## src/kidw_div.sv

```systemverilog
// Restoring divider, one quotient bit per cycle.
// Standalone; shared by the reciprocal and the weight normalization.
module kidw_div #(
    parameter int NUM_W = 58,
    parameter int DEN_W = 46
) (
    input  logic             clk,
    input  logic             rst_n,
    input  logic             start,
    input  logic [NUM_W-1:0] numer,
    input  logic [DEN_W-1:0] denom,
    output logic             done,
    output logic [NUM_W-1:0] quot
);

    localparam int CW = $clog2(NUM_W + 1);

    logic [NUM_W-1:0] num_reg, num_next;
    logic [DEN_W-1:0] den_reg, den_next;
    logic [DEN_W-1:0] rem_reg, rem_next;
    logic [CW-1:0]    cnt_reg, cnt_next;
    logic             busy_reg, busy_next;
    logic             done_reg, done_next;
    logic [DEN_W:0]   rem_shift;
    logic             qbit;

    assign rem_shift = {rem_reg, num_reg[NUM_W-1]};
    assign qbit      = (rem_shift >= {1'b0, den_reg});

    always_comb
    begin
        num_next  = num_reg;
        den_next  = den_reg;
        rem_next  = rem_reg;
        cnt_next  = cnt_reg;
        busy_next = busy_reg;
        done_next = 1'b0;
        if (start)
        begin
            num_next  = numer;
            den_next  = denom;
            rem_next  = '0;
            cnt_next  = '0;
            busy_next = 1'b1;
        end
        else if (busy_reg)
        begin
            num_next = {num_reg[NUM_W-2:0], qbit};
            if (qbit)
            begin
                rem_next = DEN_W'(rem_shift - {1'b0, den_reg});
            end
            else
            begin
                rem_next = DEN_W'(rem_shift);
            end
            cnt_next = cnt_reg + CW'(1);
            if (cnt_reg == CW'(NUM_W - 1))
            begin
                busy_next = 1'b0;
                done_next = 1'b1;
            end
        end
    end

    always_ff @(posedge clk or negedge rst_n)
    begin
        if (!rst_n)
        begin
            busy_reg <= 1'b0;
            done_reg <= 1'b0;
            cnt_reg  <= '0;
        end
        else
        begin
            busy_reg <= busy_next;
            done_reg <= done_next;
            cnt_reg  <= cnt_next;
        end
    end

    always_ff @(posedge clk)
    begin
        num_reg <= num_next;
        den_reg <= den_next;
        rem_reg <= rem_next;
    end

    assign done = done_reg;
    assign quot = num_reg;

endmodule

```

## config.mk

```make
export PLATFORM = sky130hd
export DESIGN_NAME = kidw_div
export DESIGN_NICKNAME = d
export VERILOG_FILES = /design/src/kidw_div.sv
export SDC_FILE = /design/constraint.sdc
export NUM_CORES = 1
export LEC_CHECK = 0
export ABC_AREA = 0
export BUFFER_PORTS_ARGS = -buffer_cell sky130_fd_sc_hd__buf_2
export CAP_MARGIN = 20
export CORE_MARGIN = 2
export CORE_UTILIZATION = 33
export CTS_BUF_LIST = sky130_fd_sc_hd__clkbuf_2 sky130_fd_sc_hd__clkbuf_4 sky130_fd_sc_hd__clkbuf_8
export CTS_CLUSTER_SIZE = 12
export DETAILED_ROUTE_END_ITERATION = 8
export PLACE_DENSITY_LB_ADDON = 0.3
export SETUP_SLACK_MARGIN = 0.3
export SLEW_MARGIN = 20
export SYNTH_ARGS = -nofsm -noshare
export SYNTH_HDL_FRONTEND = slang
export SYNTH_SLANG_ARGS = --single-unit
```

## constraint.sdc

```tcl
create_clock -name clk -period 5.7 [get_ports clk]
set_input_delay 0.57 -clock clk [delete_from_list [all_inputs] [get_ports clk]]
set_output_delay 0.57 -clock clk [all_outputs]
set_load 0.1 [all_outputs]
```

-- After elaboration in Yosys (flattened, before gate mapping)
Index checks and enable logic that the tools add are counted.
- register bits after elaboration: 158
- bits in latches: 0
- bits in writable memories: 0
- bits in read-only memories: 0
- input bits: 107
- output and inout port bits: 59
- logic and storage cells: 22
- memories kept: 0
- $add $sub $neg: 2
- multipliers: 0
- divide/modulo/power cells: 0
- $lt $le $gt $ge: 1
- equality and inequality tests: 1
- shift operators: 0
- muxes and demuxes: 11
- bitwise gates (word level): 0
- reduce and logical (&&, ||, !) cells: 1
- operators by type and width (operator ; count):
    two-way mux 58 bit ; 2
    greater-or-equal comparator 47 x 46 -> 1 bit ; 1
    two-way mux 46 bit ; 1
    subtractor 46 bit ; 1
    two-way mux 6 bit ; 2
    adder 6 x 1 -> 6 bit (second input constant) ; 1
    equality test 6 bit (second input constant) ; 1
    two-way mux 1 bit ; 6
    nonzero test 2 bit ; 1

-- Depth between registers and ports, before layout
- depth after elaboration: 4
- mapped depth: 16
- gate-level depth less buffers: 15

-- Worst setup path after synthesis
Ideal clock, no wire load.
- path kind: register -> register
- start point: register num_reg[57], in the netlist quot[57]
- end point: register rem_reg[42]
- data arrival time: 3796 ps
- path slack: 1813 ps
- stages on the path, launching flop included: 16
- period minus slack after synthesis: 3887 ps
- cells stage by stage: edfxtp_1 > inv_1 > ha_1 > inv_1 > fa_1 > a21o_1 > a311oi_1 > nor3b_1 > nor4_1 > nor3b_1 > a2111oi_0 > o31ai_1 > a21oi_1 > o21bai_1 > mux2_1 > a311oi_1
- longest elaborated chain between the ends: 2
- RTL lines (element ; RTL line ; RTL):
    start, declared ; 18 ; logic [NUM_W-1:0] num_reg, num_next;
    start signal, assigned ; 84 ; num_reg <= num_next;
    subtractor 46 bit or greater-or-equal comparator 47 x 46 -> 1 bit (tied branches) ; 51, 28 ;
    two-way mux 46 bit * ; 49 ; if (qbit)
    end signal, assigned ; 86 ; rem_reg <= rem_next;
    end, declared ; 20 ; logic [DEN_W-1:0] rem_reg, rem_next;
Every way passes the cells marked *; elsewhere a longest branch is shown, timed or not.
A chain may end at the register's enable or synchronous reset.

-- Final worst setup path
Same ends and word-level chain as after synthesis.

==> metrics.cfg <==
[critical_path]
cp.arrival_ns = 4.43
worstRegToRegCells = 15
cp.depth = 15
cp_max_fo = 3
worstSetupStartpointType = flip-flop
crit_start = quot[57]
crit_path_top_delay_cell = a2111oi_0
critPathMaxStageDelay_ns = 0.59
crit_buf_inv = 2
rr_endpoint = rem_reg[42]
critical_path_class = reg -> reg
rrSetupSlack_ns = 1.63
cpLargestDelayFamily = compound AO/OA/AOI/OAI gates
r2r-start = quot[57]
crit_path_end_kind = flip-flop
crit_chain = inv_1, ha_1, inv_1, fa_1, a21o_1, a311oi_1, nor3b_1, nor4_1, nor3b_1, a2111oi_0, o31ai_1, a21oi_1, o21bai_1, mux2_1, a311oi_1
required_ns = 6.06

[synth]
synth.avg_cell_area_sq_um = 10.6
synth_xor_area_frac = 0.0423
yosys_warnings = 0
synth_edf_count = 104
synth_ff_type = edfxtp_1
syn_area_sq_um = 8900
synth_compound_area_frac = 0.159
netlist_instances = 836
synth-adder-area-share = 0.0698
ys_ff_latch = 158
synthArstFlopShare = 0.0506
ys_seq_area_frac = 0.477
netlist-cell-type-count = 69
yosys.area_share.simple = 0.115
muxShareOfSynthArea = 0.0930
synth_top_family_by_area = compound AO/OA/AOI/OAI gates
synth_nets = 992

[route]
drc_errors = 0
drt.antenna.violating_nets = 0
drtIter0Drc = 392
routed_via_density = 4.96
firstDrtPassIters = 4
wirelength_um = 21900
vias = 6691
wl_per_cell_um = 16.2

[pwr]
power.leakage_nw = 4.48
total_power_mw = 4.72
p_per_area_nw_per_um2 = 451
ir_worst_vdd_mv = 0.199

[timing]
max_slew_margin = 0.342
fin_worst_skew_ns = 0.0265
fmax_mhz = 246
fin_ws_ns = 1.63
finalHoldViolations = 0
final-setup-viol-count = 0
rsz0062_at_grt = false
timing.final.crit_period_ns = 4.07
worst_pin_slew_ns = 0.984
finalCritPeriodShare = 0.714
slew_violations = 0
setup_tns_ns = 0

[placement]
dpl.hpwl_um = 15600
globalplace.congestion = 0.831
pre_cts_slack_ns = 1.65
io_buffer_count = 165

[global_route]
grt_usage = 0.158
grt_max_degree = 81
grt_pass1_wl_um = 35400
grt_pass1_vias = 6713
grt-ovfl-total = 0
antenna_found_initial = 4

[min_path]
min_path_type = in -> reg
min_from = denom[42]
holdPathStages = 1
min_to = den_reg[42]

[final_layout]
largest_reg_flops = 58
num-nets-final = 1147
final_core_util = 0.392
syn2layout_area_growth_pct = 17.7
drive_above_1_share = 0.291
layout_commonest_cell = buf_2
final_cell_mix = buf_2, edfxtp_1, nor2_1, a21oi_1, mux2_2

[clock_network]
postCtsSetupBuffers = 0
cts_tree = done
path_clk_slew_ns = 0.12
cts.path.max_buffers = 2
clk_latency_ns = 0.47
cts_buffers = 17
cts.sinks = 158
cts-resized-gates = 0
root_buffer = clkbuf_8
h-tree-depth = 4

[die]
fp.dieH_um = 168
core-area_sq_um = 26700
die_area_sq_um = 28300
ios = 166
rows = 60
initial_core_util = 0.333
die_x_um = 168

[run]
cap_violations = 0

[run_status]
run_status = finished clean

[cell families after synthesis]
family,after synthesis
AO/OA/AOI/OAI,200
multiplexers,75
buffers and inverters,92
flip-flops,158
adder cells (fa/ha/maj),49
AND/OR/NAND/NOR,219
XOR/XNOR,43
[what timing repair did]
action	in CTS	in global routing
hold buffers	1	0
hold endpoints to repair	8	0
endpoints found under the setup margin	0	0
[Yosys cell counts (6+ instances only)]
| master | instances | area, sq um |
|---|---|---|
| dfxtp_1 | 46 | 921 |
| a21o_1 | 14 | 105 |
| nor2b_1 | 9 | 56.3 |
| nand3_1 | 17 | 85.1 |
| xor2_1 | 21 | 184 |
| nand4_1 | 8 | 50.1 |
| edfxtp_1 | 104 | 3120 |
| or3_1 | 7 | 43.8 |
| nor3_1 | 7 | 35.0 |
| nand2_1 | 46 | 173 |
| xnor2_1 | 22 | 193 |
| mux2_2 | 59 | 664 |
| a211oi_2 | 17 | 213 |
| clkbuf_1 | 21 | 78.8 |
| ha_1 | 48 | 601 |
| mux2i_1 | 14 | 140 |
| nand2b_1 | 8 | 50.1 |
| inv_1 | 56 | 210 |
| dfrtp_1 | 8 | 200 |
| o21ai_0 | 29 | 145 |
| nor2_1 | 89 | 334 |
| a211oi_1 | 17 | 128 |
| a21oi_1 | 68 | 340 |
| and3_1 | 6 | 37.5 |
| o21a_1 | 7 | 52.6 |
[layer usage]
| layer | vias to the layer above | GRT usage | share of wire |
|---|---|---|---|
| met5 | - | 0 | 0.00059 |
| met4 | 2 | 0.0457 | 0.013 |
| met3 | 21 | 0.0503 | 0.072 |
| met2 | 178 | 0.252 | 0.45 |
| met1 | 3124 | 0.207 | 0.46 |
| li1 | 3366 | - | - |
[metrics by stage]
stage / cells / instance area, sq um / hold slack (ns)
after floorplan: 836 / 8900 / 0.274
after global placement: 1312 / 10000 / 0.425
after detailed placement: 1312 / 10000 / 0.426
after CTS: 1345 / 10500 / 0.240
after global routing: 1346 / 10500 / 0.235
final: 1348 / 10500 / 0.267
[how the worst max path moves through the flow]
stage / endpoint / slack, ns
finish: rem_reg[42] / 1.63
global route: rem_reg[42] / 1.23
CTS: rem_reg[42] / 1.59
detailed placement: rem_reg[42] / 1.65
global placement: rem_reg[42] / 1.64
floorplan: rem_reg[42] / 1.81
[area by class of cell]
| type | count | area (sq um) |
|---|---|---|
| fill | 2664 | 16300 |
| multi-input combinational | 586 | 4270 |
| sequential | 158 | 4250 |
| timing repair buffer | 172 | 887 |
| tap | 341 | 427 |
| clock buffer | 17 | 234 |
| inverter | 56 | 210 |
| clock inverter | 15 | 190 |
| antenna | 3 | 7.51 |
[where the power goes]
group | internal (mW) | switching [mW] | leakage, nW
Clock | 0.378 | 0.517 | 0.213
Combinational | 0.822 | 1.41 | 2.72
Sequential | 1.44 | 0.149 | 1.54
Note: power is estimated with default switching activity, not from simulation.
