$ cat config.mk
export PLATFORM = sky130hd
export DESIGN_NAME = kidw_cell
export DESIGN_NICKNAME = d
export VERILOG_FILES = /design/src/kidw_pkg.sv /design/src/kidw_cell.sv
export SDC_FILE = /design/constraint.sdc
export NUM_CORES = 1
export LEC_CHECK = 0
export BUFFER_PORTS_ARGS = -buffer_cell sky130_fd_sc_hd__buf_2
export CAP_MARGIN = 20
export CORE_ASPECT_RATIO = 1.5
export CORE_MARGIN = 2
export CORE_UTILIZATION = 30
export DETAILED_ROUTE_END_ITERATION = 8
export HOLD_SLACK_MARGIN = 0.12
export PLACE_DENSITY_LB_ADDON = 0.12
export SLEW_MARGIN = 20
export SYNTH_ARGS = -nofsm -noshare
export SYNTH_HDL_FRONTEND = slang
export SYNTH_SLANG_ARGS = --single-unit
export TNS_END_PERCENT = 50
$ cat constraint.sdc
create_clock -name clk -period 11.55 [get_ports clk]
set_input_delay 1.155 -clock clk [delete_from_list [all_inputs] [get_ports clk]]
set_output_delay 1.155 -clock clk [all_outputs]
set_load 0.02 [all_outputs]
$ cat src/kidw_pkg.sv
// Package for the k-nearest-neighbor inverse-distance weighting block.
// Holds field widths, item kinds, arithmetic constants and the cell control struct.
// Depends on nothing.
package kidw_pkg;

    localparam int KIND_W     = 2;
    localparam int COORD_IN_W = 24;
    localparam int DEST_W     = 20;
    localparam int SRC_OUT_W  = 12;
    localparam int WEIGHT_W   = 17;
    localparam int CFG_W      = 4;

    localparam logic [KIND_W-1:0] KIND_CLEAR  = 2'd0;
    localparam logic [KIND_W-1:0] KIND_APPEND = 2'd1;
    localparam logic [KIND_W-1:0] KIND_QUERY  = 2'd2;

    localparam logic [CFG_W-1:0] K_RESET = 4'd5;

    localparam int SOURCE_DEPTH_DEF  = 4096;
    localparam int MAX_NEIGHBORS_DEF = 8;
    localparam int COORD_WIDTH_DEF   = 24;

    // Reciprocal is 2^40 / r, normalization numerator is inv * 2^16 + sum / 2.
    localparam int INV_SHIFT = 40;
    localparam int INV_W     = 41;
    localparam int SUM_W     = 46;
    localparam int NUM_W     = 58;
    localparam int FRAC_W    = 16;

    typedef struct packed {
        logic clear;
        logic cand_valid;
    } cell_ctl_t;

    // Equal share of the whole weight among z coincident neighbors, rounded.
    function automatic logic [WEIGHT_W-1:0] tie_weight(input logic [4:0] z);
        logic [WEIGHT_W-1:0] w;
        unique case (z)
            5'd1:    w = 17'd65536;
            5'd2:    w = 17'd32768;
            5'd3:    w = 17'd21845;
            5'd4:    w = 17'd16384;
            5'd5:    w = 17'd13107;
            5'd6:    w = 17'd10923;
            5'd7:    w = 17'd9362;
            5'd8:    w = 17'd8192;
            5'd9:    w = 17'd7282;
            5'd10:   w = 17'd6554;
            5'd11:   w = 17'd5958;
            5'd12:   w = 17'd5461;
            5'd13:   w = 17'd5041;
            5'd14:   w = 17'd4681;
            5'd15:   w = 17'd4369;
            5'd16:   w = 17'd4096;
            default: w = '0;
        endcase
        return w;
    endfunction

endpackage

$ cat src/kidw_cell.sv
// One cell of the sorted neighbor chain: holds a distance and a source index.
// Depends on kidw_pkg for the cell control struct.
module kidw_cell #(
    parameter int DIST_W = 52,
    parameter int IDX_W  = 12
) (
    input  logic                clk,
    input  logic                rst_n,
    input  kidw_pkg::cell_ctl_t ctl,
    input  logic                enable,
    input  logic [DIST_W-1:0]   cand_dist,
    input  logic [IDX_W-1:0]    cand_idx,
    input  logic                prev_take,
    input  logic                prev_valid,
    input  logic [DIST_W-1:0]   prev_dist,
    input  logic [IDX_W-1:0]    prev_idx,
    output logic                take,
    output logic                valid,
    output logic [DIST_W-1:0]   cur_dist,
    output logic [IDX_W-1:0]    idx
);

    logic              valid_reg, valid_next;
    logic [DIST_W-1:0] dist_reg, dist_next;
    logic [IDX_W-1:0]  idx_reg, idx_next;

    // Strict compare: an equal distance stays ahead, so the lower index wins.
    assign take = enable && ctl.cand_valid && (!valid_reg || (cand_dist < dist_reg));

    always_comb
    begin
        valid_next = valid_reg;
        dist_next  = dist_reg;
        idx_next   = idx_reg;
        if (ctl.clear)
        begin
            valid_next = 1'b0;
        end
        else if (take)
        begin
            if (prev_take)
            begin
                valid_next = prev_valid;
                dist_next  = prev_dist;
                idx_next   = prev_idx;
            end
            else
            begin
                valid_next = 1'b1;
                dist_next  = cand_dist;
                idx_next   = cand_idx;
            end
        end
    end

    always_ff @(posedge clk or negedge rst_n)
    begin
        if (!rst_n)
        begin
            valid_reg <= 1'b0;
        end
        else
        begin
            valid_reg <= valid_next;
        end
    end

    always_ff @(posedge clk)
    begin
        dist_reg <= dist_next;
        idx_reg  <= idx_next;
    end

    assign valid    = valid_reg;
    assign cur_dist = dist_reg;
    assign idx      = idx_reg;

endmodule

# After elaboration in Yosys (flattened, before gate mapping)

Cells that the tools add are included.

Flip-flop bits (word level): 65
Input bits: 135
Output and inout bits: 66
Word-level logic and storage cells: 16

Magnitude comparators: 1
Muxes and demuxes: 5
Bitwise operators: 1
Reduce and logical (&&, ||, !) cells: 6

Operators by type and width:

| cell                        | number |
|---|---|
| 52-bit less-than comparator | 1 |
| 52-bit 2-to-1 mux           | 1 |
| 12-bit 2-to-1 mux           | 1 |
| 1-bit 2-to-1 mux            | 3 |
| 1-bit logical AND           | 2 |
| 2-bit AND reduction         | 1 |
| 2-bit nonzero test          | 1 |
| 1-bit zero test             | 1 |
| 1-bit logical OR            | 1 |
| 1-bit NOT                   | 1 |

# Logic depth before layout (Yosys ltp)

Gate-level depths: netlist of run 1.

Depth after elaboration: 5
Mapped depth: 8

# Worst setup path after synthesis of run 1

Ideal clock, no wire load.

Path type: input port to flip-flop
Start point: input enable
End point: register dist_reg[0] (netlist: cur_dist[0]) (enable)
Data arrival time: 6.095 ns
Data required time: 10.966 ns
Slack: 4.871 ns
Stages on the path: 2
Path buffers: 0
Cell sequence: nand2_1 > o32ai_1

Cells in the longest elaborated chain, start to end: 3

Ends and longest elaborated chain:

| what                                 | RTL line        | source |
|---|---|---|
| start: declaration                   | kidw_cell.sv:10 | `input logic enable,` |
| 1-bit logical AND (2 in a row)       | kidw_cell.sv:28 | `assign take = enable && ctl.cand_valid && (!valid_reg \|\| (cand_dist < dist_reg));` |
| 2-bit AND reduction (no source line) | -               |  |
| end signal: assignment               | kidw_cell.sv:70 | `dist_reg <= dist_next;` |
| end: declaration                     | kidw_cell.sv:24 | `logic [DIST_W-1:0] dist_reg, dist_next;` |

Every way passes these cells.
A chain may end at the register's enable or synchronous reset.

# Worst setup path in the final report of run 1

Start point: input cand_dist[51]
End point: output take

Cells in the longest elaborated chain, start to end: 3

Ends and longest elaborated chain:

| what                        | RTL line        | source |
|---|---|---|
| start: declaration          | kidw_cell.sv:11 | `input logic [DIST_W-1:0] cand_dist,` |
| 52-bit less-than comparator | kidw_cell.sv:28 |  |
| 1-bit logical OR            | kidw_cell.sv:28 |  |
| 1-bit logical AND           | kidw_cell.sv:28 |  |
| end: declaration            | kidw_cell.sv:17 | `output logic take,` |

Every way passes these cells.

==> flow_summary_export.csv, run 1 <==
group,metric,value,unit
clock_network,cts_root_buf,"clkbuf_16",
logic_synthesis,synth.distinct_cells,36,
detailed_routing,wire_per_inst,14.8,um
floorplan,chipWidth,99.4,um
logic_synthesis,synthesis.nets,513,
placement,hpwl,8090,um
detailed_routing,drc,0,
sta,rsz0062_at_grt,"no",
logic_synthesis,syn_area,0.00409,mm2
sta,relSlewSlack,41.9,%
sta,setup_violations,0,
global_routing,grt_max_degree,66,
logic_synthesis,synth_async_sr_flop_share,1.54,%
critical_path,critPathMaxFanout,4,
sta,max_freq,246,MHz
global_routing,grt_pass1_wl,16100,um
logic_synthesis,synth_top_family_by_area,"multiplexers",
floorplan,die_area,0.0146,mm2
pwr,p_total,0.676,mW
layout,final_util,41.7,%
floorplan,fp.dieH,147,um
critical_path,critPathRequiredTime,10.40,ns
detailed_routing,avgViaCountPerCell,4.66,
global_routing,overflow,0,
layout,multi_input_area,0.00192,mm2
pwr,power_density,121,mW/mm2
critical_path,worstPathArrival,2.90,ns
clock_network,cts.repair.resized,0,
layout,seq_area,0.00195,mm2
global_routing,grt_pass1_vias,3442,
logic_synthesis,netlist_instances,327,
logic_synthesis,synth.area.mux_share,17.6,%
floorplan,io-pin-count,201,
placement,placed_area,0.00530,mm2
placement,gp_congestion,0.730,
clock_network,cts_inserted_buffers,9,
sta,min_period,4.06,ns
floorplan,initial_core_util,30.5,%
clock_network,htree_num_levels,3,
clock_network,cts_hold_buffers,0,
layout,largest_register_ffs,52,
hold_path,hp-class,"primary input to async pin",
detailed_routing,dr.pass1.iters,4,
sta,fin_tns_setup,0,ns
floorplan,fp-row-count,52,
pwr,vdd_ir_drop_max,72.0,uV
logic_synthesis,avgSynthCellArea,12.5,um2
global_routing,grt_usage,14.1,%
detailed_routing,drt-initial-drc-count,96,
flow_run,cap_violations,0,
layout,area_growth,36.6,%
layout,nNetsFinal,720,
sta,final_max_slew_viol_count,0,
layout,fill_cells,1309,
pwr,p_leak,2.69,nW
sta,skew,0.0111,ns
layout,fin_area,0.00559,mm2
clock_network,postCtsSetupBuffers,0,
status,outcome,"complete, no violations",
clock_network,clk_pin_slew,0.05,ns
layout,drive_gt1_share,53.6,%
clock_network,cts_tree,"yes",
sta,period_share,35.1,%
logic_synthesis,synth-compound-area-share,7.86,%
clock_network,cts_sinks,65,
logic_synthesis,seq_area_frac_synth,47.6,%
placement,io_buffers,200,
logic_synthesis,ys_ff_latch,65,
logic_synthesis,synth-simple-area-share,5.50,%
clock_network,clock_latency,0.33,ns
sta,hold_ws,0.594,ns
logic_synthesis,ys_warn_count,0,
logic_synthesis,yosys.area_share.xor_xnor,0,%
floorplan,core-area,0.0134,mm2
detailed_routing,via_count,3268,
detailed_routing,drt_wl_total,10400,um
logic_synthesis,synth_edf_count,64,
clock_network,clockBufferDepth,2,
critical_path,critPathKind,"primary input to output port",
detailed_routing,ant_nets,0,
critical_path,cp-end-kind,"output port",
sta,timing_hold_violations_final,0,
logic_synthesis,synthFlopType,"edfxtp_1",
sta,worst_pin_slew,0.871,ns
layout,antenna_cells,0,
critical_path,worstSetupStartpointType,"primary input",
global_routing,antenna_found_initial,0,
critical_path,reg2reg_depth,9,
logic_synthesis,synthAdderAreaFrac,15.6,%
-- where the power goes --
part	switching, mW	leakage, nW	internal, mW
clock	0.102	0.136	0.166
combinational	0.0671	1.94	0.0593
sequential	0.00521	0.606	0.277
-- cell usage in the layout, fill, tap and decap left out, types with 2 or more instances in the layout --
master	n
buf_4	3
clkinv_2	2
o21ai_0	5
buf_2	200
edfxtp_1	64
nand4_1	7
clkinvlp_4	2
nor2_1	2
and4_1	2
nand2b_1	2
o22ai_1	2
nand3_1	5
nand2_1	15
a21o_1	5
ha_1	51
inv_1	55
a221oi_1	2
a21oi_1	18
mux2_2	64
clkbuf_16	9
nor3_1	3
-- worst paths after layout --
path,from,end,slack [ns]
max,cand_dist[51],take,7.49
min,rst_n,valid$_DFFE_PN0P_,0.59
max reg2reg,cur_dist[21]$_DFFE_PP_,cur_dist[13]$_DFFE_PP_,8.88
min reg2reg,valid$_DFFE_PN0P_,valid$_DFFE_PN0P_,0.73
max in group asynchronous,rst_n,valid$_DFFE_PN0P_,10.87
min in group clk,valid$_DFFE_PN0P_,valid$_DFFE_PN0P_,0.73
-- through the flow --
step / setup WS (ns) / std cells
floorplan: 4.87 / 327
global placement: 7.43 / 685
detailed placement: 7.45 / 685
CTS: 7.44 / 701
global route: 7.32 / 701
finish: 7.49 / 701
-- layer usage --
layer,routed length [um],share of wire (%),global-route usage (%)
met1,3910,38,15.1
met2,5570,54,26.0
met3,620,6.0,3.19
met4,258,2.5,6.03
met5,0,0,0
-- cell type report --
cell class	instances	share of cell area, %
sequential	65	34.8
multi-input combinational	200	34.4
timing repair buffer	203	18.3
clock buffer	10	4.09
inverter	55	3.69
tap	162	3.62
clock inverter	6	1.05
-- Yosys cell counts (all sizes together) (2+ instances only) --
cell type	number	share of area [%]
a221oi	2	0.43
nand2b	2	0.31
mux2	64	18
nand3	5	0.61
buf	6	0.73
o22ai	2	0.31
nor3	3	0.37
inv	55	5.0
edfxtp	64	47
a21o	5	0.92
nand4	8	1.4
nand2	15	1.4
and4	2	0.43
o21ai	5	0.61
ha	51	16
nor2	2	0.18
a21oi	19	2.4
-- critical path: stages --
cell	delay, ns
buf_2	0.11
ha_1	0.35
nand4_2	0.18
nor4_4	0.42
nand2_1	0.09
o22ai_1	0.17
a41o_2	0.17
o22ai_1	0.08
buf_2	0.17
-- logic make-up (layout without fill, tap and decap cells) --
group | Yosys count | in the layout
flip-flops | 65 | 65
multiplexers | 64 | 64
buffers and inverters | 62 | 274
adder cells (fa/ha/maj) | 51 | 51
AO/OA/AOI/OAI | 45 | 45
AND/OR/NAND/NOR | 40 | 40
Power figures use the tool's default switching activity.
==> run 2: changes to the inputs <==
==> constraint.sdc (replaced) <==
create_clock -name clk -period 3.8 [get_ports clk]
set_input_delay 0.38 -clock clk [delete_from_list [all_inputs] [get_ports clk]]
set_output_delay 0.38 -clock clk [all_outputs]
set_load 0.02 [all_outputs]
==> flow_summary_export.csv, run 2 (synthesis results as in run 1) <==
group,metric,value,unit
status,outcome,"complete, no violations",
placement,hpwl,8430,um
layout,drive_gt1_share,53.0,%
global_routing,grt_max_degree,38,
critical_path,cp-end-kind,"output port",
critical_path,critPathRequiredTime,3.42,ns
detailed_routing,avgViaCountPerCell,4.70,
clock_network,cts_sinks,65,
global_routing,grt_usage,14.4,%
layout,layout_common_cells,"200 x buf_2, 64 x mux2_2, 64 x edfxtp_1",
detailed_routing,dr.pass1.iters,4,
sta,skew,0.00879,ns
floorplan,fp-row-count,52,
pwr,p_leak,2.69,nW
layout,multi_input_area,0.00192,mm2
pwr,power_density,365,mW/mm2
placement,gp_congestion,0.805,
layout,layout_commonest_cell,"buf_2",
flow_run,cap_violations,0,
layout,largest_register_ffs,52,
detailed_routing,drt-initial-drc-count,73,
sta,rsz0062_at_grt,"no",
pwr,power.internal,1.52,mW
detailed_routing,drc,0,
sta,relSlewSlack,57.2,%
pwr,power_switching_share,25.5,%
pwr,vdd_ir_drop_max,174,uV
detailed_routing,drt_wl_total,10500,um
global_routing,overflow,0,
layout,area_growth,36.8,%
clock_network,clock_latency,0.33,ns
hold_path,hp-class,"primary input to flop",
clock_network,cts_root_buf,"clkbuf_16",
clock_network,cts_tree,"yes",
sta,timing_hold_violations_final,0,
detailed_routing,wire_per_inst,15.0,um
pwr,pwr-share-clk,39.0,%
pwr,p_seq_share,41.9,%
sta,hold_ws,0.354,ns
clock_network,clk_pin_slew,0.06,ns
clock_network,cts_inserted_buffers,9,
global_routing,grt_pass1_vias,3489,
clock_network,clockBufferDepth,2,
sta,worst_pin_slew,0.642,ns
critical_path,worstSetupStartpointType,"flop",
sta,final_max_slew_viol_count,0,
clock_network,postCtsSetupBuffers,0,
floorplan,core-area,0.0134,mm2
floorplan,fp.dieH,147,um
sta,max_freq,365,MHz
pwr,p_sw,0.522,mW
pwr,pwr-share-comb,19.0,%
pwr,p_total,2.05,mW
floorplan,chipWidth,99.4,um
floorplan,initial_core_util,30.5,%
sta,period_share,72.0,%
sta,setup_violations,0,
floorplan,die_area,0.0146,mm2
layout,antenna_cells,0,
global_routing,grt_pass1_wl,16600,um
critical_path,critPathMaxFanout,3,
detailed_routing,ant_nets,0,
placement,io_buffers,200,
layout,nNetsFinal,722,
floorplan,io-pin-count,201,
global_routing,antenna_found_initial,0,
critical_path,worstPathArrival,2.36,ns
sta,min_period,2.74,ns
layout,fill_cells,1355,
sta,fin_tns_setup,0,ns
critical_path,critPathKind,"flop to output port",
clock_network,htree_num_levels,3,
detailed_routing,via_count,3307,
layout,seq_area,0.00195,mm2
-- run 2: worst max-delay path, stage by stage, from the launching register on --
cell and delay, ns:
edfxtp_1 0.40, inv_1 0.07, ha_1 0.23, a21oi_1 0.12
o21ai_0 0.11, a221oi_1 0.38, o22ai_1 0.12, a41o_2 0.28
o22ai_1 0.11, buf_2 0.20
-- run 2: path summary, 6_finish.rpt --
check	from	end	slack (ns)	cells past startpoint
worst max-delay path	cur_dist[23]$_DFFE_PP_	take	1.06	9
max in group asynchronous	rst_n	valid$_DFFE_PN0P_	3.33	2
min in group asynchronous	rst_n	valid$_DFFE_PN0P_	0.38	2
worst min register to register	valid$_DFFE_PN0P_	valid$_DFFE_PN0P_	0.73	3
worst max register to register	cur_dist[23]$_DFFE_PP_	cur_dist[16]$_DFFE_PP_	1.08	9
worst min-delay path	prev_dist[7]	cur_dist[7]$_DFFE_PP_	0.35	2
-- run 2: per-stage QoR --
| step | utilization, % | cell area, um2 | setup WS [ns] | instances |
|---|---|---|---|---|
| final | 41.8 | 5600 | 1.06 | 703 |
| after global placement | 39.6 | 5310 | 0.959 | 686 |
| after floorplan | - | 4110 | 0.628 | 327 |
| after CTS | 41.8 | 5600 | 0.994 | 703 |
| after global routing | 41.8 | 5600 | 0.815 | 703 |
| after detailed placement | 39.6 | 5310 | 0.941 | 686 |
-- run 2: cell type report --
cell class,count,share of cell area [%]
Clock buffer,11,4.16
Clock inverter,5,0.827
Inverter,55,3.69
Multi-Input combinational cell,200,34.4
Sequential cell,65,34.8
Tap cell,162,3.62
Timing Repair Buffer,205,18.6
-- run 2: timing repair --
action                    in CTS  in global routing
gates resized for setup        0                  0
hold endpoints to repair       1                  0
hold buffers                   1                  0
-- run 2: metal layers --
layer  GRT usage, %  routed length, um
met1           16.1               4050
met2           25.8               5510
met3           3.09                659
met4           6.51                301
met5              0                  0
-- run 2: power groups by stage --
stage	sequential (mW)	clock (mW)	combinational [mW]
6_report	0.858	0.799	0.389
5_1_grt	0.863	0.860	0.435
4_1_cts	0.859	0.828	0.399
3_5_place_dp	0.873	0	0.396
3_3_place_gp	0.873	0	0.390
2_1_floorplan	0.920	0	0.185
