**src/kidw_sqrt.sv**
```systemverilog
// Iterative integer square root, two radicand bits per cycle.
// Standalone; used by the top level for neighbor distances.
module kidw_sqrt #(
    parameter int IN_W = 52
) (
    input  logic              clk,
    input  logic              rst_n,
    input  logic              start,
    input  logic [IN_W-1:0]   radicand,
    output logic              done,
    output logic [IN_W/2-1:0] root
);

    localparam int RW  = IN_W / 2;
    localparam int CW  = $clog2(RW + 1);

    logic [IN_W-1:0] rad_reg, rad_next;
    logic [RW+1:0]   rem_reg, rem_next;
    logic [RW-1:0]   root_reg, root_next;
    logic [CW-1:0]   cnt_reg, cnt_next;
    logic            busy_reg, busy_next;
    logic            done_reg, done_next;
    logic [RW+3:0]   rem_shift;
    logic [RW+3:0]   trial;

    assign rem_shift = {rem_reg, rad_reg[IN_W-1:IN_W-2]};
    assign trial     = {2'b00, root_reg, 2'b01};

    always_comb
    begin
        rad_next  = rad_reg;
        rem_next  = rem_reg;
        root_next = root_reg;
        cnt_next  = cnt_reg;
        busy_next = busy_reg;
        done_next = 1'b0;
        if (start)
        begin
            rad_next  = radicand;
            rem_next  = '0;
            root_next = '0;
            cnt_next  = '0;
            busy_next = 1'b1;
        end
        else if (busy_reg)
        begin
            rad_next = {rad_reg[IN_W-3:0], 2'b00};
            if (rem_shift >= trial)
            begin
                rem_next  = (RW+2)'(rem_shift - trial);
                root_next = {root_reg[RW-2:0], 1'b1};
            end
            else
            begin
                rem_next  = (RW+2)'(rem_shift);
                root_next = {root_reg[RW-2:0], 1'b0};
            end
            cnt_next = cnt_reg + CW'(1);
            if (cnt_reg == CW'(RW - 1))
            begin
                busy_next = 1'b0;
                done_next = 1'b1;
            end
        end
    end

    always_ff @(posedge clk or negedge rst_n)
    begin
        if (!rst_n)
        begin
            busy_reg <= 1'b0;
            done_reg <= 1'b0;
            cnt_reg  <= '0;
        end
        else
        begin
            busy_reg <= busy_next;
            done_reg <= done_next;
            cnt_reg  <= cnt_next;
        end
    end

    always_ff @(posedge clk)
    begin
        rad_reg  <= rad_next;
        rem_reg  <= rem_next;
        root_reg <= root_next;
    end

    assign done = done_reg;
    assign root = root_reg;

endmodule

```
**config.mk**
```make
export PLATFORM = sky130hd
export DESIGN_NAME = kidw_sqrt
export DESIGN_NICKNAME = d
export VERILOG_FILES = /design/src/kidw_sqrt.sv
export SDC_FILE = /design/constraint.sdc
export NUM_CORES = 1
export LEC_CHECK = 0
export BUFFER_PORTS_ARGS = -buffer_cell sky130_fd_sc_hd__buf_2
export CAP_MARGIN = 20
export CORE_MARGIN = 5
export CORE_UTILIZATION = 35
export CTS_CLUSTER_SIZE = 20
export DETAILED_ROUTE_END_ITERATION = 6
export SYNTH_ARGS = -nofsm -noshare
export SYNTH_HDL_FRONTEND = slang
export SYNTH_SLANG_ARGS = --single-unit
```
**constraint.sdc**
```tcl
create_clock -name clk -period 3 [get_ports clk]
set_clock_uncertainty 0.1 [all_clocks]
set_input_delay 0.6 -clock clk [delete_from_list [all_inputs] [get_ports clk]]
set_output_delay 0.6 -clock clk [all_outputs]
set_load 0.02 [all_outputs]
```
### Word level (Yosys, flattened, before mapping)

Cells that the tools add are included.

* register bits after elaboration: 113
* output and inout port bits: 27

* $add $sub $neg: 2
* magnitude comparators: 1
* eq/ne operators: 1
* muxes and demuxes: 12
* reductions and logical operators: 1

Operators with widths (number)
* $mux 52: 2
* $ge 30x28->1: 1
* $mux 28: 1
* $sub 28x28->28: 1
* $mux 5: 2
* $mux 1: 7
* $add 5x1->5 const B: 1
* $eq 5x5->1 const B: 1
* $reduce_bool 2->1: 1

### Longest topological paths before layout

Gate-level depths: netlist of the first run.

* depth in word-level cells: 4
* mapped depth: 13
* gate-level depth less buffers: 10

### Worst setup path after synthesis of the first run

Ideal clock, no wire load.

* kind: reg2reg
* from: register root_reg[8], in the netlist root[8]
* to: register rem_reg[27]
* arrival: 2.542 ns
* required time: 2.809 ns
* setup slack: 0.267 ns
* stages on the path, launching flop included: 12
* path buffers: 1
* period minus slack after synthesis: 2.733 ns
* cells stage by stage: dfxtp_1 -> inv_1 -> ha_1 -> buf_4 -> and3_1 -> a221oi_2 -> a21bo_1 -> o2111a_2 -> nor3_4 -> a2111oi_0 -> mux2i_1 -> a311oi_1

* cells in the longest elaborated chain, start to end: 2

Ends and longest elaborated chain
* from (decl): RTL line 19 `logic [RW-1:0] root_reg, root_next;`
* from (signal assigned): RTL line 87 `root_reg <= root_next;`
* $sub 28x28->28 or $ge 30x28->1 (tied branches): RTL line 50, 48
* $mux 28 (*): RTL line 48 `if (rem_shift >= trial)`
* to (signal assigned): RTL line 86 `rem_reg <= rem_next;`
* to (decl): RTL line 18 `logic [RW+1:0] rem_reg, rem_next;`

Mark *: on every way between the ends. The rest lies on a longest branch, timed or not.
A chain may end at the register's enable or synchronous reset.

### Worst setup path after layout of the first run

Same ends and word-level chain as after synthesis.

==> impl_metrics.csv, run 1 <==
group,metric,value,unit
run_status,outcome,"finished, final reports clean",
critical_path,path_cells,"inv_1 > ha_1 > and3_1 > or3b_4 > nand2b_4 > o2111a_2 > nor3_4 > a31oi_1 > mux2i_1 > a311oi_1",
floorplan,start_util,0.3534,
sta,finalSetupViolCount,0,
sta,rsz0062_at_grt,"yes",
final_layout,largest_register_ffs,52,
critical_path,cp.buffers_inverters,1,
power_and_ir_drop,p_leak,3.242,nW
final_layout,drive_gt1_frac,0.2912,
sta,worst_pin_slew,680.5,ps
grt,grt_max_degree,77,
floorplan,rows,49,
floorplan,num_io_pins,82,
route,vias_per_cell,5.160,
sta,hold_viol,0,
synthesis,synth_area_leaders,"edfxtp_1, dfxtp_1, mux2_2",
synthesis,synthCells,611,
floorplan,die_x,144.4,microns
power_and_ir_drop,p_total,7.330,mW
floorplan,die_y,144.4,microns
sta,slew_headroom,0.5346,
critical_path,critical_path.max_fanout,8,
sta,holdWs,377.6,ps
sta,fmax,349.6,MHz
grt,grt_usage,0.1419,
synthesis,synth.most_common_cell,"nor2_1",
placement,dp_hpwl,9884,microns
critical_path,cp-end-kind,"flip-flop",
flow_run,maxCapViolCount,0,
clock_network,cts_sinks,113,
critical_path,critPathTopFamily,"simple AND/OR/NAND/NOR gates",
power_and_ir_drop,ir_drop,0.5747,mV
route,wl,14200,microns
clock_network,clkTransAtPathRegs,50,ps
synthesis,yosysWarningCount,0,
synthesis,synth_commonest_cells,"nor2_1, dfxtp_1, edfxtp_1, mux2_2",
grt,grt_pass1_wl,23770,microns
critical_path,cpMaxStageDelayCell,"ha_1",
final_layout,antennaDiodeCount,0,
power_and_ir_drop,clkPwrFrac,0.251,
route,dr.pass1.iters,5,
hold_path,hold_class,"primary input to flip-flop",
sta,slew_viol_final,0,
final_layout,design.final.nets,776,
critical_path,cp.required,3210,ps
power_and_ir_drop,swShare,0.3739,
synthesis,synthArstFlopShare,0.06195,
synthesis,synth_top_area_frac,0.2468,
grt,grt_pass1_vias,4907,
synthesis,synth_nets,696,
sta,fin_crit,2860,ps
power_and_ir_drop,seqPwrFrac,0.278,
floorplan,die_area,20860,sq um
synthesis,yosys_most_used_dff,"dfxtp_1",
clock_network,cts_root_buffer,"clkbuf_16",
critical_path,arrival,3070,ps
clock_network,htreeDepth,4,
synthesis,yosysTopAreaCell,"edfxtp_1",
power_and_ir_drop,switchingPower,2.741,mW
clock_network,insertion_delay,410,ps
power_and_ir_drop,cell_internal_pwr,4.590,mW
placement,place_congestion,0.8553,
synthesis,synth_area,6326,sq um
power_and_ir_drop,power_frac_comb,0.471,
grt,overflow,0,
critical_path,critPathKind,"flip-flop to flip-flop",
synthesis,yosysSeqAreaShare,0.4454,
synthesis,netlist-cell-type-count,70,
route,ant_nets,0,
clock_network,cts_buffers,17,
clock_network,clock_path_buffers,2,
power_and_ir_drop,pwr_density_cell,968.0,nW/um^2
route,drc_errors,0,
critical_path,max_stage_delay,420,ps
placement,io_buffer_count,81,
critical_path,crit_path_start_kind,"flip-flop",
synthesis,synth-edff-count,52,
floorplan,core-area,17900,sq um
clock_network,cts_tree,"yes",
route,wire_per_inst,15.22,microns
route,vias,4814,
synthesis,syn_avg_cell_area,10.35,sq um
route,dr.first_iter.drc_count,335,
grt,antenna_found_initial,0,
synthesis,yosys_register_bits,113,
final_layout,synthToLayoutAreaGrowth,19.70,%
sta,min_period_over_period,0.9534,
routing by layer:
layer,vias to the layer above,part of all wire,track usage
li1,2389,-,-
met1,2299,0.45,0.1734
met2,113,0.47,0.2268
met3,13,0.068,0.05622
met4,0,0.013,0.05204
met5,-,0,0
path summary, 6_finish.rpt:
check,start,cells past startpoint,slack [ps],end
hold reg to reg,rem_reg[22],2,400,rem_reg[22]
setup reg to reg,root[8],10,140,rem_reg[27]
min in group asynchronous,rst_n,2,450,cnt_reg[4]
setup / recovery,root[8],10,140,rem_reg[27]
hold / removal,radicand[0],2,380,rad_reg[0]
max in group asynchronous,rst_n,2,2180,busy_reg
cell type report:
type	count	area [sq um]
Sequential cell	113	2820
Inverter	38	142.6
Timing Repair Buffer	95	553.0
Clock buffer	17	425.4
Clock inverter	15	118.9
Tap cell	229	286.5
Fill cell	1726	10330
Multi-Input combinational cell	426	3226
layout by cell type (no fill, tap or decap), drive strengths merged, types with 3 or more instances in the layout:
cell type,Yosys,layout
nand2b,3,3
mux2,50,50
clkbuf,23,17
nor2b,4,4
mux2i,28,28
o211ai,3,3
a21oi,28,28
a211oi,7,7
o21bai,6,6
clkinvlp,0,5
dfrtp,7,7
and2,7,7
buf,11,94
nand3,24,24
a21o,10,10
o21a,8,8
o31ai,3,3
xnor2,13,13
inv,38,40
a311oi,11,11
nand2,38,38
a31o,3,3
xor2,13,13
o21ai,9,9
nor2,61,61
o311ai,4,4
ha,30,30
and4,4,4
nor3b,3,3
clkinv,0,7
and3,3,3
nand4,7,7
o211a,3,3
dfxtp,54,54
a31oi,8,8
edfxtp,52,52
nor3,10,10
worst register-to-register path, delay by kind of cell, from the launching register on:
kind	cells	cell delay [ps]
AOI/OAI and AO/OA	3	630
muxes	1	140
buffers and inverters	1	60
DFF	1	360
adders and majority gates	1	420
and+or+nand+nor	4	1050
cell families after synthesis:
group           synth area share
simple gates              0.1341
compound gates            0.1359
fa+ha+maj                0.05934
mux                       0.1333
buf+inv                  0.05597
xor+xnor                 0.03600
flops                     0.4454
metrics by stage:
step | area (sq um) | cells | TNS (ps) | worst slack [ps] | util
finish | 7572 | 933 | 0 | 139.8 | 0.4230
global route | 7572 | 933 | -29.30 | -25.54 | 0.4230
CTS | 7496 | 932 | 0 | 26.55 | 0.4187
detailed placement | 6942 | 899 | 0 | 27.71 | 0.3878
global placement | 6942 | 899 | 0 | 98.93 | 0.3878
floorplan | 6326 | 611 | 0 | 267.2 | -
power groups by stage:
stage                     Sequential (mW)  Combinational [mW]  Clock [mW]
after floorplan                      2.02                2.60           0
after global routing                 2.06                3.82        1.98
after detailed placement             2.05                3.32           0
after global placement               2.05                3.28           0
final                                2.04                3.45        1.84
after CTS                            2.03                3.35        1.89
what timing repair did:
action | CTS | global route
hold endpoints to repair | 7 | 0
buffers inserted | 0 | 1
gates resized for setup | 0 | 18
endpoints found under the setup margin | 0 | 18
hold buffers | 1 | 0
Note: power is estimated with default switching activity, not from simulation.
==> inputs of run 2 (changes only) <==
BUFFER_PORTS_ARGS = not set   (was -buffer_cell sky130_fd_sc_hd__buf_2)
DONT_BUFFER_PORTS = 1   (was not set)
==> run 2 against run 1 <==
  * Final area down 2.6%
  * Combinational power down 2%
  * Cell count down 5.7%
  * Die area unchanged
  * Register-to-register slack better by 20 ps
  * Clock-buffer cell count unchanged
  * Via count down 4.8%
  * Sequential share of layout area up 0.98 points
  * Worst setup slack better by 23 ps
  * Critical endpoint unchanged
  * Largest cell class unchanged
  * Largest power group unchanged
  * Highest routed layer unchanged
==> impl_metrics.csv, run 2 (same netlist as run 1, synthesis figures left out) <==
group,metric,value,unit
power_and_ir_drop,swShare,0.3696,
route,vias_per_cell,5.209,
sta,fmax,352.4,MHz
critical_path,critPathKind,"flip-flop to flip-flop",
critical_path,cpMaxStageDelayCell,"or3b_4",
placement,io_buffer_count,0,
sta,worst_pin_slew,635.8,ps
placement,place_congestion,0.8808,
sta,tns,0,ps
flow_run,maxCapViolCount,0,
critical_path,cp.required,3210,ps
critical_path,cp.buffers_inverters,1,
power_and_ir_drop,pwr_density_cell,1004,nW/um^2
hold_path,hold_class,"primary input to flip-flop",
route,ant_nets,0,
final_layout,synthToLayoutAreaGrowth,16.57,%
clock_network,htreeDepth,4,
sta,slew_viol_final,0,
placement,pre_cts_ws,133.1,ps
clock_network,insertion_delay,420,ps
power_and_ir_drop,cell_internal_pwr,4.666,mW
floorplan,die_y,144.4,microns
clock_network,clkTransAtPathRegs,60,ps
grt,grt_max_degree,107,
floorplan,rows,49,
critical_path,path_cells,"inv_1 > ha_2 > and3_4 > or3b_4 > nand2b_4 > o2111a_2 > nor3_4 > a31oi_1 > mux2i_1 > a311oi_1",
clock_network,cts_root_buffer,"clkbuf_16",
clock_network,cts_sinks,113,
floorplan,start_util,0.3534,
critical_path,arrival,3050,ps
final_layout,final_cell_mix,"nor2_1, dfxtp_1, edfxtp_1, mux2_2, buf_4",
clock_network,clock_path_buffers,2,
power_and_ir_drop,clkPwrFrac,0.270,
power_and_ir_drop,switchingPower,2.736,mW
grt,antenna_found_initial,0,
final_layout,antennaDiodeCount,0,
sta,hold_viol,0,
placement,placed_area,6746,sq um
final_layout,drive_gt1_frac,0.2258,
placement,dp_hpwl,9933,microns
route,dr.pass1.iters,5,
floorplan,die_area,20860,sq um
power_and_ir_drop,power_frac_comb,0.457,
sta,rsz0062_at_grt,"no",
grt,grt_usage,0.1392,
final_layout,final_area,7375,sq um
grt,grt_pass1_vias,4554,
route,vias,4584,
sta,fin_ws,162.4,ps
grt,overflow,0,
clock_network,cts_buffers,17,
sta,fin_crit,2838,ps
critical_path,critical_path.max_fanout,8,
sta,finalSetupViolCount,0,
critical_path,critPathTopFamily,"simple AND/OR/NAND/NOR gates",
route,dr.first_iter.drc_count,255,
power_and_ir_drop,p_leak,3.052,nW
critical_path,max_stage_delay,420,ps
grt,grt_pass1_wl,23140,microns
clock_network,cts_tree,"yes",
power_and_ir_drop,seqPwrFrac,0.273,
final_layout,mostFrequentLayoutCell,"nor2_1",
run_status,outcome,"finished, final reports clean",
critical_path,cp-end-kind,"flip-flop",
route,wire_per_inst,16.08,microns
sta,min_period_over_period,0.9459,
power_and_ir_drop,ir_drop,0.5389,mV
floorplan,core-area,17900,sq um
floorplan,die_x,144.4,microns
final_layout,design.final.nets,724,
critical_path,crit_path_start_kind,"flip-flop",
route,wl,14150,microns
clock_network,post_cts_buffers,0,
sta,slew_headroom,0.5651,
route,drc_errors,0,
floorplan,num_io_pins,82,
final_layout,largest_register_ffs,52,
run 2: per-stage QoR:
step | std cells | hold WS (ps) | power [mW] | util
final | 880 | 161.3 | 7.403 | 0.4119
after global routing | 880 | 142.5 | 7.924 | 0.4119
after CTS | 880 | 131.7 | 7.392 | 0.4099
after detailed placement | 848 | 204.8 | 5.341 | 0.3769
after global placement | 848 | 204.8 | 5.305 | 0.3769
after floorplan | 611 | 204.4 | 4.621 | -
run 2: layer usage:
layer | routed length (microns) | track usage
met1 | 6345 | 0.1737
met2 | 6451 | 0.2121
met3 | 1138 | 0.06680
met4 | 219 | 0.04615
met5 | 0 | 0
run 2: power by group through the flow:
stage          logic [mW]  registers [mW]  clock network [mW]
2_1_floorplan        2.60            2.02                   0
3_3_place_gp         3.26            2.04                   0
3_5_place_dp         3.29            2.05                   0
4_1_cts              3.32            2.02                2.05
5_1_grt              3.74            2.05                2.13
6_report             3.38            2.02                2.00
run 2: worst paths after layout:
kind / from / to / slack, ps / depth (start not counted)
min reg2reg: rem_reg[1] / rem_reg[3] / 390 / 2
max: root[9] / rem_reg[27] / 160 / 10
min in group asynchronous: rst_n / cnt_reg[4] / 420 / 1
max reg2reg: root[9] / rem_reg[27] / 160 / 10
max in group asynchronous: rst_n / busy_reg / 2120 / 1
min: start / root[21] / 160 / 1
run 2: final cells by class:
cell class | count | area (sq um)
flip-flops and latches | 113 | 2819
clock inverters | 14 | 156.4
multi-input cells | 426 | 3194
fillers | 1725 | 10530
repair buffers | 43 | 350.3
clock buffers | 17 | 425.4
inverters | 38 | 142.6
well taps | 229 | 286.5
run 2: timing repair:
action,CTS,global route
hold buffers,1,0
endpoints found under the hold margin,7,0
setup endpoints to repair,0,5
gates resized for setup,0,8
run 2: worst reg2reg max path: stages (launching register included):
cell and delay [ps]:
dfxtp_1 330, inv_1 50, ha_2 400, and3_4 230
or3b_4 420, nand2b_4 150, o2111a_2 260, nor3_4 250
a31oi_1 140, mux2i_1 140, a311oi_1 270
==> inputs of run 3 (changes only) <==
==> constraint.sdc (replaced) <==
create_clock -name clk -period 3 [get_ports clk]
set_clock_uncertainty 0.1 [all_clocks]
set_input_delay 0.75 -clock clk [delete_from_list [all_inputs] [get_ports clk]]
set_output_delay 0.75 -clock clk [all_outputs]
set_load 0.02 [all_outputs]
==> run 3 against run 2 <==
  * Worst setup slack gained 27 ps
  * Wire length grew 1.4%
  * Final area grew 0.27%
  * First-iteration DRC count is the same
  * Sequential share of layout area shrank 0.10 points
  * Via count grew 1.8%
  * Hold slack gained 150 ps
  * Combinational power grew 2%
  * Critical path depth is the same
  * Critical path type unchanged
==> impl_metrics.csv, run 3 (same netlist as run 1, synthesis figures left out) <==
group,metric,value,unit
run_status,outcome,"finished, final reports clean",
power_and_ir_drop,cell_internal_pwr,4.686,mW
power_and_ir_drop,pwr_density_cell,1012,nW/um^2
clock_network,htreeDepth,4,
placement,place_congestion,0.8858,
clock_network,cts_buffers,17,
route,wire_per_inst,16.30,microns
placement,dp_hpwl,10040,microns
clock_network,cts_tree,"yes",
grt,grt_max_degree,107,
power_and_ir_drop,p_leak,3.055,nW
critical_path,max_stage_delay,420,ps
floorplan,start_util,0.3534,
sta,fmax,355.8,MHz
sta,hold_viol,0,
power_and_ir_drop,clkPwrFrac,0.268,
route,ant_nets,0,
final_layout,mostFrequentLayoutCell,"nor2_1",
clock_network,clock_path_buffers,2,
route,dr.pass1.iters,5,
sta,slew_viol_final,0,
grt,grt_pass1_wl,23470,microns
route,vias,4668,
placement,placed_area,6746,sq um
critical_path,critical_path.max_fanout,8,
route,dr.first_iter.drc_count,255,
power_and_ir_drop,power_frac_comb,0.461,
sta,fin_crit,2811,ps
floorplan,die_y,144.4,microns
critical_path,cp.required,3220,ps
flow_run,maxCapViolCount,0,
clock_network,cts_sinks,113,
route,drc_errors,0,
final_layout,final_area,7395,sq um
clock_network,insertion_delay,410,ps
final_layout,antennaDiodeCount,0,
critical_path,cp-end-kind,"flip-flop",
sta,min_period_over_period,0.9369,
critical_path,cpMaxStageDelayCell,"ha_1",
power_and_ir_drop,ir_drop,0.5196,mV
clock_network,clkTransAtPathRegs,60,ps
critical_path,crit_path_start_kind,"flip-flop",
grt,grt_usage,0.1406,
sta,slew_headroom,0.4870,
floorplan,die_x,144.4,microns
placement,pre_cts_ws,109.4,ps
final_layout,design.final.nets,724,
power_and_ir_drop,swShare,0.3737,
critical_path,path_cells,"inv_1 > ha_1 > and3_4 > or3b_4 > nand2b_4 > o2111a_2 > nor3_4 > a31oi_1 > mux2i_1 > a311oi_1",
sta,fin_ws,189.4,ps
final_layout,final_cell_mix,"nor2_1, dfxtp_1, edfxtp_1, mux2_2, buf_4",
floorplan,num_io_pins,82,
grt,grt_pass1_vias,4773,
final_layout,synthToLayoutAreaGrowth,16.89,%
critical_path,arrival,3030,ps
hold_path,hold_class,"primary input to flip-flop",
critical_path,critPathKind,"flip-flop to flip-flop",
floorplan,core-area,17900,sq um
sta,worst_pin_slew,750.1,ps
final_layout,largest_register_ffs,52,
final_layout,drive_gt1_frac,0.2331,
clock_network,cts_root_buffer,"clkbuf_16",
floorplan,rows,49,
route,vias_per_cell,5.299,
final_layout,final_util,0.4131,
placement,io_buffer_count,0,
floorplan,die_area,20860,sq um
power_and_ir_drop,switchingPower,2.796,mW
grt,overflow,0,
power_and_ir_drop,seqPwrFrac,0.270,
sta,finalSetupViolCount,0,
grt,antenna_found_initial,0,
route,wl,14360,microns
## run 3: cell types whose count changed in the layout (fill, tap and decap cells not counted), sizes merged
| cell | previous run | this run |
|---|---|---|
| clkbuf | 17 | 18 |
| clkinvlp | 3 | 4 |
| inv | 43 | 42 |
## run 3: power groups by stage
stage | combinational (mW) | clock [mW] | sequential (mW)
after floorplan | 2.60 | 0 | 2.02
after global placement | 3.26 | 0 | 2.04
after detailed placement | 3.30 | 0 | 2.05
after CTS | 3.34 | 2.06 | 2.02
after global routing | 3.79 | 2.13 | 2.05
final | 3.45 | 2.01 | 2.02
## run 3: worst paths after layout
kind	startpoint	end	slack [ps]	cells past startpoint
setup / recovery	root[8]	rem_reg[27]	190	10
hold / removal	start	root[23]	310	1
setup reg to reg	root[8]	rem_reg[27]	190	10
hold reg to reg	rem_reg[23]	rem_reg[23]	400	2
max in group asynchronous	rst_n	busy_reg	1950	1
min in group asynchronous	rst_n	cnt_reg[4]	580	1
## run 3: layout make-up
cell class	instances	area, sq um
clock inverter	14	156.4
sequential	113	2819
timing repair buffer	43	350.3
clock buffer	18	429.2
multi-input combinational	426	3211
inverter	38	142.6
fill	1722	10510
tap	229	286.5
## run 3: stage by stage
stage               TNS, ps  std cells  hold slack [ps]  power (mW)
floorplan                 0        611            354.4       4.621
global placement          0        848            354.8       5.306
detailed placement        0        848            354.7       5.353
CTS                       0        881            283.9       7.415
global route         -9.832        881            282.0       7.967
finish                    0        881            312.2       7.483
## run 3: what timing repair did
action	CTS	global route
setup buffers	0	0
gates resized for setup	0	13
hold buffers	1	0
setup endpoints to repair	0	15
hold endpoints to repair	7	0
## run 3: routing by layer
layer,vias to the layer above,share of wire,global-route usage
li1,2281,-,-
met1,2243,0.45,0.1727
met2,120,0.45,0.2136
met3,24,0.077,0.05820
met4,0,0.024,0.06824
met5,-,0,0
## run 3: critical path, delay by kind of cell, from the launching register on
kind                       cells  cell delay (ps)
adders and majority gates      1              420
DFF                            1              330
AOI/OAI and AO/OA              3              620
and+or+nand+nor                4             1060
buffers and inverters          1               50
muxes                          1              130
